<file path="config.mk">
export PLATFORM = sky130hd
export DESIGN_NAME = counting_semaphore_wait_queue_top
export DESIGN_NICKNAME = d
export VERILOG_FILES = /design/src/sv/csq_pkg.sv /design/src/sv/csq_ram.sv /design/src/sv/counting_semaphore_wait_queue_top.sv
export SDC_FILE = /design/constraint.sdc
export NUM_CORES = 1
export LEC_CHECK = 0
export BUFFER_PORTS_ARGS = -buffer_cell sky130_fd_sc_hd__buf_2
export CELL_PAD_IN_SITES_DETAIL_PLACEMENT = 1
export CELL_PAD_IN_SITES_GLOBAL_PLACEMENT = 1
export CORE_MARGIN = 4
export CORE_UTILIZATION = 51
export CTS_CLUSTER_SIZE = 28
export DETAILED_ROUTE_END_ITERATION = 12
export PLACE_DENSITY = 0.89
export RECOVER_POWER = 25
export SETUP_SLACK_MARGIN = 0.4
export SYNTH_ARGS = -nofsm -noshare
export SYNTH_HDL_FRONTEND = slang
export SYNTH_SLANG_ARGS = --single-unit
</file>
<file path="constraint.sdc">
create_clock -name aclk -period 5.55 [get_ports aclk]
set_input_delay 0.2775 -clock aclk [delete_from_list [all_inputs] [get_ports aclk]]
set_output_delay 0.2775 -clock aclk [all_outputs]
set_load 0.02 [all_outputs]
</file>
<file path="src/sv/csq_pkg.sv">
// ============================================================================
// csq_pkg
// Shared constants and codes for the counting semaphore wait queue.
// ============================================================================
`default_nettype none

package csq_pkg;

    localparam int DEF_QUEUE_DEPTH = 16;
    localparam int DEF_ID_BITS     = 8;
    localparam int MAX_RESULTS     = 16;

    localparam int FUNC_W   = 2;
    localparam int TID_W    = 8;
    localparam int ACT_W    = 3;
    localparam int RID_W    = 8;
    localparam int INIT_W   = 15;
    localparam int COUNT_W  = 16;
    localparam int S_DATA_W = 16;
    localparam int M_DATA_W = 16;
    localparam int APB_AW   = 3;
    localparam int APB_DW   = 32;

    localparam logic signed [COUNT_W-1:0] COUNT_MAX = 16'sh7FFF;
    localparam logic signed [COUNT_W-1:0] COUNT_MIN = 16'sh8000;
    localparam logic [INIT_W-1:0] INIT_RESET = 15'd1;

    // Operation codes on the input beat.
    localparam logic [FUNC_W-1:0] FUNC_WAIT   = 2'd0;
    localparam logic [FUNC_W-1:0] FUNC_SIGNAL = 2'd1;
    localparam logic [FUNC_W-1:0] FUNC_CLOSE  = 2'd2;

    // Result codes on the output beat.
    localparam logic [ACT_W-1:0] ACT_CONTINUE = 3'd0;
    localparam logic [ACT_W-1:0] ACT_BLOCKED  = 3'd1;
    localparam logic [ACT_W-1:0] ACT_RELEASED = 3'd2;
    localparam logic [ACT_W-1:0] ACT_NONE     = 3'd3;
    localparam logic [ACT_W-1:0] ACT_OVERFLOW = 3'd4;

    // Register index of initial_count.
    localparam logic REG_INITIAL_COUNT = 1'b0;

endpackage

`default_nettype wire

</file>
<file path="src/sv/csq_ram.sv">
// ============================================================================
// csq_ram
// Simple dual-port RAM with one write port and a registered read port.
// ============================================================================
`default_nettype none

module csq_ram #(
    parameter int WIDTH = 8,
    parameter int DEPTH = 16
) (
    input  wire logic                     aclk,
    input  wire logic                     we,
    input  wire logic [$clog2(DEPTH)-1:0] waddr,
    input  wire logic [WIDTH-1:0]         wdata,
    input  wire logic [$clog2(DEPTH)-1:0] raddr,
    output logic      [WIDTH-1:0]         rdata
);

    logic [WIDTH-1:0] mem [DEPTH];

    always_ff @(posedge aclk) begin
        if (we) begin
            mem[waddr] <= wdata;
        end
        rdata <= mem[raddr];
    end

endmodule

`default_nettype wire

</file>
<file path="src/sv/counting_semaphore_wait_queue_top.sv">
// ============================================================================
// counting_semaphore_wait_queue_top
// Hardware counting semaphore with a FIFO of blocked thread ids.
// ============================================================================
// Each input beat carries one operation. A wait decrements the count and,
// when the count goes negative, queues the caller's id and answers "blocked"
// (or "overflow" if the queue is full, leaving the count alone). A signal
// increments the count (saturating at 32767) and, when the count is still at
// or below zero, releases the oldest waiter, or answers "nothing released"
// if the queue is empty. A close releases queued waiters oldest first, one
// output beat each, at most MAX_RESULTS per close, with tlast on the final
// beat; once the queue is empty the pointers are cleared and the count is
// reloaded from initial_count. Every other operation gives exactly one beat
// with tlast set. Waits, signals that release nothing, unused codes and
// closes on an empty queue are answered straight from the idle state. A
// releasing signal or a close takes no new beat until its releases are
// out, because every release reads the wait store through its registered
// read port (a fetch state reads the head entry, an emit state sends it). The output
// is registered, so a new beat is taken while the previous result is being
// drained by the sink. The wait store has no clearing pass after reset.
// ============================================================================
`default_nettype none

module counting_semaphore_wait_queue_top
    import csq_pkg::*;
#(
    parameter int QUEUE_DEPTH = DEF_QUEUE_DEPTH,
    parameter int ID_BITS     = DEF_ID_BITS
) (
    input  wire logic                aclk,
    input  wire logic                aresetn,
    // Input stream: tdata from bit 0 up: func[1:0], thread_id[9:2], zero pad[15:10]
    input  wire logic                s_tvalid,
    output logic                     s_tready,
    input  wire logic [S_DATA_W-1:0] s_tdata,
    // Result stream: tdata from bit 0 up: action[2:0], released_id[10:3],
    // zero pad[15:11]
    output logic                     m_tvalid,
    input  wire logic                m_tready,
    output logic      [M_DATA_W-1:0] m_tdata,
    output logic                     m_tlast,
    // Configuration port
    input  wire logic                psel,
    input  wire logic                penable,
    input  wire logic                pwrite,
    input  wire logic [APB_AW-1:0]   paddr,
    input  wire logic [APB_DW-1:0]   pwdata,
    output logic      [APB_DW-1:0]   prdata,
    output logic                     pready
);

    // Pointer and fill widths follow the queue depth.
    localparam int PTR_W = $clog2(QUEUE_DEPTH);
    localparam int OCC_W = $clog2(QUEUE_DEPTH + 1);
    // Only the low bits of the 8-bit id field survive the id mask.
    localparam int SW    = (ID_BITS < TID_W) ? ID_BITS : TID_W;
    localparam int DRN_W = $clog2(MAX_RESULTS);

    typedef enum logic [1:0] {
        ST_IDLE,
        ST_FETCH,
        ST_EMIT
    } state_t;

    // ------------------------------------------------------------------
    // Configuration register
    // ------------------------------------------------------------------
    logic [INIT_W-1:0] init_reg;
    logic              cfg_wr;

    assign pready = 1'b1;
    assign cfg_wr = psel && penable && pwrite && (paddr[2] == REG_INITIAL_COUNT);
    assign prdata = (paddr[2] == REG_INITIAL_COUNT) ?
                    APB_DW'(init_reg) : '0;

    always_ff @(posedge aclk) begin
        if (!aresetn) begin
            init_reg <= INIT_RESET;
        end else if (cfg_wr) begin
            init_reg <= pwdata[INIT_W-1:0];
        end
    end

    // ------------------------------------------------------------------
    // Input field unpacking
    // ------------------------------------------------------------------
    logic [FUNC_W-1:0] in_func;
    logic [TID_W-1:0]  in_tid;

    assign in_func = s_tdata[FUNC_W-1:0];
    assign in_tid  = s_tdata[FUNC_W +: TID_W];

    // ------------------------------------------------------------------
    // State
    // ------------------------------------------------------------------
    state_t                    state_reg, state_next;
    logic signed [COUNT_W-1:0] count_reg, count_next;
    logic [PTR_W-1:0]          head_reg, head_next;
    logic [PTR_W-1:0]          tail_reg, tail_next;
    logic [OCC_W-1:0]          occ_reg, occ_next;
    logic                      close_reg, close_next;   // draining for a close
    logic [DRN_W-1:0]          drn_reg, drn_next;       // beats sent this close

    logic                      out_valid_reg, out_valid_next;
    logic [ACT_W-1:0]          out_act_reg, out_act_next;
    logic [RID_W-1:0]          out_rid_reg, out_rid_next;
    logic                      out_last_reg, out_last_next;

    // Wait store: written on a blocking wait, read at the head pointer.
    logic             mem_we;
    logic [SW-1:0]    mem_wdata;
    logic [SW-1:0]    mem_rdata;

    assign mem_wdata = SW'(in_tid);

    csq_ram #(
        .WIDTH (SW),
        .DEPTH (QUEUE_DEPTH)
    ) u_wait_store (
        .aclk  (aclk),
        .we    (mem_we),
        .waddr (tail_reg),
        .wdata (mem_wdata),
        .raddr (head_reg),
        .rdata (mem_rdata)
    );

    // The output register is free when empty or being taken this cycle.
    logic out_free;
    logic accept;

    assign out_free = !out_valid_reg || m_tready;
    assign s_tready = (state_reg == ST_IDLE) && out_free;
    assign accept   = s_tvalid && s_tready;

    assign m_tvalid = out_valid_reg;
    assign m_tdata  = M_DATA_W'({out_rid_reg, out_act_reg});
    assign m_tlast  = out_last_reg;

    // ------------------------------------------------------------------
    // Next-state logic
    // ------------------------------------------------------------------
    always_comb begin
        logic signed [COUNT_W-1:0] dec_cnt;
        logic signed [COUNT_W-1:0] inc_cnt;
        logic                      q_full;
        logic                      q_empty;
        logic                      last_pop;
        logic                      fin;

        dec_cnt  = (count_reg != COUNT_MIN) ? count_reg - 16'sd1 : count_reg;
        inc_cnt  = (count_reg != COUNT_MAX) ? count_reg + 16'sd1 : count_reg;
        q_full   = (occ_reg == OCC_W'(QUEUE_DEPTH));
        q_empty  = (occ_reg == '0);
        last_pop = (occ_reg == OCC_W'(1));
        fin      = last_pop || (drn_reg == DRN_W'(MAX_RESULTS - 1));

        state_next     = state_reg;
        count_next     = count_reg;
        head_next      = head_reg;
        tail_next      = tail_reg;
        occ_next       = occ_reg;
        close_next     = close_reg;
        drn_next       = drn_reg;
        out_valid_next = out_valid_reg && !m_tready;
        out_act_next   = out_act_reg;
        out_rid_next   = out_rid_reg;
        out_last_next  = out_last_reg;
        mem_we         = 1'b0;

        unique case (state_reg)
            ST_IDLE: begin
                if (accept) begin
                    // Most operations answer at once with a single beat.
                    out_valid_next = 1'b1;
                    out_act_next   = ACT_CONTINUE;
                    out_rid_next   = '0;
                    out_last_next  = 1'b1;
                    case (in_func)
                        FUNC_WAIT: begin
                            if (dec_cnt < 0) begin
                                if (q_full) begin
                                    out_act_next = ACT_OVERFLOW;
                                end else begin
                                    mem_we       = 1'b1;
                                    tail_next    = (tail_reg == PTR_W'(QUEUE_DEPTH - 1)) ?
                                                   '0 : tail_reg + 1'b1;
                                    occ_next     = occ_reg + 1'b1;
                                    count_next   = dec_cnt;
                                    out_act_next = ACT_BLOCKED;
                                end
                            end else begin
                                count_next = dec_cnt;
                            end
                        end
                        FUNC_SIGNAL: begin
                            count_next = inc_cnt;
                            if (inc_cnt <= 0) begin
                                if (q_empty) begin
                                    out_act_next = ACT_NONE;
                                end else begin
                                    out_valid_next = out_valid_reg && !m_tready;
                                    close_next     = 1'b0;
                                    state_next     = ST_FETCH;
                                end
                            end
                        end
                        FUNC_CLOSE: begin
                            if (q_empty) begin
                                out_act_next = ACT_NONE;
                                head_next    = '0;
                                tail_next    = '0;
                                count_next   = COUNT_W'(init_reg);
                            end else begin
                                out_valid_next = out_valid_reg && !m_tready;
                                close_next     = 1'b1;
                                drn_next       = '0;
                                state_next     = ST_FETCH;
                            end
                        end
                        default: begin
                            // Unused code: answered as continue.
                        end
                    endcase
                end
            end

            ST_FETCH: begin
                // Head entry is captured by the store's read register here.
                state_next = ST_EMIT;
            end

            ST_EMIT: begin
                if (out_free) begin
                    out_valid_next = 1'b1;
                    out_act_next   = ACT_RELEASED;
                    out_rid_next   = RID_W'(mem_rdata);
                    out_last_next  = close_reg ? fin : 1'b1;
                    head_next      = (head_reg == PTR_W'(QUEUE_DEPTH - 1)) ?
                                     '0 : head_reg + 1'b1;
                    occ_next       = occ_reg - 1'b1;
                    drn_next       = drn_reg + 1'b1;
                    if (close_reg && last_pop) begin
                        // Queue drained: reopen the semaphore.
                        head_next  = '0;
                        tail_next  = '0;
                        count_next = COUNT_W'(init_reg);
                    end
                    state_next = (close_reg && !fin) ? ST_FETCH : ST_IDLE;
                end
            end

            default: begin
                state_next = ST_IDLE;
            end
        endcase
    end

    // ------------------------------------------------------------------
    // Registers
    // ------------------------------------------------------------------
    always_ff @(posedge aclk) begin
        if (!aresetn) begin
            state_reg     <= ST_IDLE;
            count_reg     <= COUNT_W'(INIT_RESET);
            head_reg      <= '0;
            tail_reg      <= '0;
            occ_reg       <= '0;
            close_reg     <= 1'b0;
            drn_reg       <= '0;
            out_valid_reg <= 1'b0;
        end else begin
            state_reg     <= state_next;
            count_reg     <= count_next;
            head_reg      <= head_next;
            tail_reg      <= tail_next;
            occ_reg       <= occ_next;
            close_reg     <= close_next;
            drn_reg       <= drn_next;
            out_valid_reg <= out_valid_next;
        end
        out_act_reg  <= out_act_next;
        out_rid_reg  <= out_rid_next;
        out_last_reg <= out_last_next;
    end

endmodule

`default_nettype wire

</file>
==> out/metrics.yaml <==
worst_hold_path:
  hp-start: "pwdata[0]"
  min_path_type: "in2reg"
place:
  gp_congestion: 0.948
  place_hpwl_um: 17400
  port_buffers: 61
timing:
  setup_tns_ns: 0
  slew_violations: 0
  period_needed_ns: 3.57
  slew_headroom: 0.221
  setup_violations: 0
  rsz0062_at_grt: "false"
  tightest_slew_ns: 1.16
  fin_crit_sh: 0.644
  hold_violations: 0
  clock_skew_ns: 0.0137
  max_freq_ghz: 0.280
setup_path:
  cp_data_required_time_ns: 5.70
  start_kind: "flip-flop"
  crit_fanout: 13
  arrival_ns: 3.72
  r2r-start: "count_reg[2]"
  crit_start: "count_reg[2]"
  setup.worst_path.end_class: "flip-flop"
  path_class: "reg2reg"
finish:
  layout-drive-gt1-share: 0.190
  nFillCells: 1839
  regArea_mm2: 0.00541
  area_growth_pct: 10.1
  largest_reg_flops: 128
  nets: 881
  multi_input_area_mm2: 0.00371
  diodes: 0
clocking:
  clock_latency_ns: 0.44
  cts_tree: "done"
  cts_resized: 0
  cts_buffers: 17
  root_buffer: "clkbuf_16"
  clk_pin_slew_ns: 0.07
  cts_max_level: 4
  numClockSinks: 200
  cts_hold_buf: 0
  postCtsSetupBuffers: 0
  clockBufferDepth: 2
synthesis:
  netlist_instances: 771
  ys_async_sr_fraction: 0
  synth_seq_cells: 200
  syn_area_mm2: 0.00948
  synth-xor-area-share: 0.0222
  synthAdderAreaFrac: 0.0198
  avgSynthCellArea_um2: 12.3
  synth_edf_count: 140
  synth_top_family_by_area: "simple AND/OR/NAND/NOR gates"
  synth_ff_type: "edfxtp_1"
  yosys_warnings: 0
  yosys.area_share.simple: 0.141
  synth_mux_area_frac: 0.107
  yosysSeqAreaShare: 0.570
  synth_compound_area_frac: 0.0914
  synth.distinct_cells: 72
power:
  p_per_area_mw_per_mm2: 299
  ir_drop_mv: 0.273
  leakage_nw: 3.52
  p_total_mw: 3.12
drt:
  avgRoutedWirePerCell_um: 24.4
  vias_per_cell: 6.22
  vias: 6533
  drtIter0Drc: 723
  drt_first_pass_iters: 7
  drtAntennaViolNets: 0
  wl_um: 25600
  route.detailed.drc: 0
flow_run:
  max_cap_violations: 0
floorplan:
  pin_count: 110
  start_util: 0.523
  fp.dieArea_mm2: 0.0208
  chipHeight_um: 144
  die_w_um: 144
  coreArea_mm2: 0.0181
  row_count: 49
grt:
  grt-ovfl-total: 0
  antenna_found_initial: 0
  track_usage: 0.256
  grt_max_degree: 37
  grt_pass1_vias: 6775
  grt_first_pass_wirelength_um: 40300
run_status:
  status: "completed"
placed cells by master, fill, tap and decap left out, types with 10 or more instances in the layout:
cell type	synthesis	layout
nor2_1	63	63
clkbuf_16	0	17
a21oi_1	34	34
a22oi_1	11	11
buf_2	6	54
nand3_1	15	15
o22ai_1	10	10
xnor2_1	14	14
edfxtp_1	140	140
ha_1	15	15
xor2_1	10	10
inv_1	15	15
mux4_2	40	40
buf_4	27	10
nor3_1	17	17
nor2b_1	20	20
o21ai_0	24	24
nand2_1	79	79
conb_1	2	23
dfxtp_1	60	59
metal layers:
metal	part of all wire	global-route usage
met4	0.021	0.0677
met2	0.54	0.455
met3	0.040	0.0334
met5	0	0
met1	0.40	0.334
final timing paths:
path | endpoint | slack, ns | depth (start not counted)
worst max-delay path | u_wait_store.mem[3][3] | 1.98 | 7
worst min-delay path | init_reg[0] | 0.06 | 3
worst max register to register | u_wait_store.mem[3][3] | 1.98 | 7
worst min register to register | init_reg[12] | 0.49 | 2
critical path, cell delays in order, from the launching register on:
cell,delay [ns]
dfxtp_1,0.48
nor4_1,0.61
a41o_1,0.31
o2111ai_1,0.23
nor2_1,0.43
nand2_1,0.28
nor3_1,0.65
buf_4,0.29
cell usage after synthesis, types with 2 or more instances:
master / count / area, um^2
o32ai_1: 4 / 35.0
nand4_2: 2 / 25.0
a31oi_1: 7 / 43.8
o21ai_0: 24 / 120
edfxtp_1: 140 / 4200
a21o_1: 2 / 15.0
nand2_1: 79 / 297
nand3b_1: 4 / 30.0
nor2b_1: 20 / 125
o2111ai_1: 4 / 35.0
o31ai_1: 2 / 15.0
buf_2: 6 / 30.0
mux4_2: 40 / 901
a211oi_1: 9 / 67.6
o41ai_1: 2 / 17.5
ha_1: 15 / 188
xnor2_1: 14 / 123
dfxtp_1: 60 / 1200
nor3_1: 17 / 85.1
o21ai_1: 2 / 10.0
clkbuf_1: 35 / 131
and3_1: 5 / 31.3
nand4b_1: 2 / 17.5
a31o_2: 2 / 17.5
nand2b_1: 8 / 50.1
buf_1: 5 / 18.8
mux2_2: 4 / 45.0
o22ai_1: 10 / 62.6
nor3b_1: 5 / 37.5
conb_1: 2 / 7.51
a21oi_1: 34 / 170
mux2i_1: 7 / 70.1
nor4_1: 10 / 62.6
and4_1: 2 / 17.5
o221ai_1: 2 / 17.5
or3_1: 2 / 12.5
or4_1: 2 / 15.0
nand3_1: 15 / 75.1
and2_1: 9 / 56.3
xor2_1: 10 / 87.6
a22oi_1: 11 / 82.6
nor2_1: 63 / 236
inv_1: 15 / 56.3
nand4_1: 4 / 25.0
buf_4: 27 / 203
metrics by stage:
step	util	area (um^2)	setup slack, ns	hold slack (ns)	instances
finish	0.575	10400	1.98	0.0595	1050
global placement	0.542	9840	2.30	0.468	1018
floorplan	-	9560	2.86	0.376	792
CTS	0.576	10400	2.04	0.0450	1050
detailed placement	0.542	9840	2.17	0.476	1018
global route	0.575	10400	1.81	0.0543	1050
power by group:
| group | switching (mW) | internal [mW] | total [mW] |
|---|---|---|---|
| clock | 0.601 | 0.646 | 1.25 |
| sequential | 0.0343 | 1.61 | 1.64 |
| combinational | 0.153 | 0.0759 | 0.229 |
final cells by class:
cell class / instances / share of cell area
tap: 229 / 0.0275
clock buffer: 17 / 0.0408
clock inverter: 15 / 0.0170
multi-input combinational: 503 / 0.356
sequential: 200 / 0.518
inverter: 15 / 0.00540
timing repair buffer: 71 / 0.0356
cell families (layout without fill, tap and decap cells):
family,after synthesis,count (layout)
simple gates,260,260
flops,200,200
compound gates,130,130
buf+inv,89,118
mux,51,51
xor+xnor,24,24
fa+ha+maj,15,15
other cells,2,23
(Power assumes the default switching activity.)
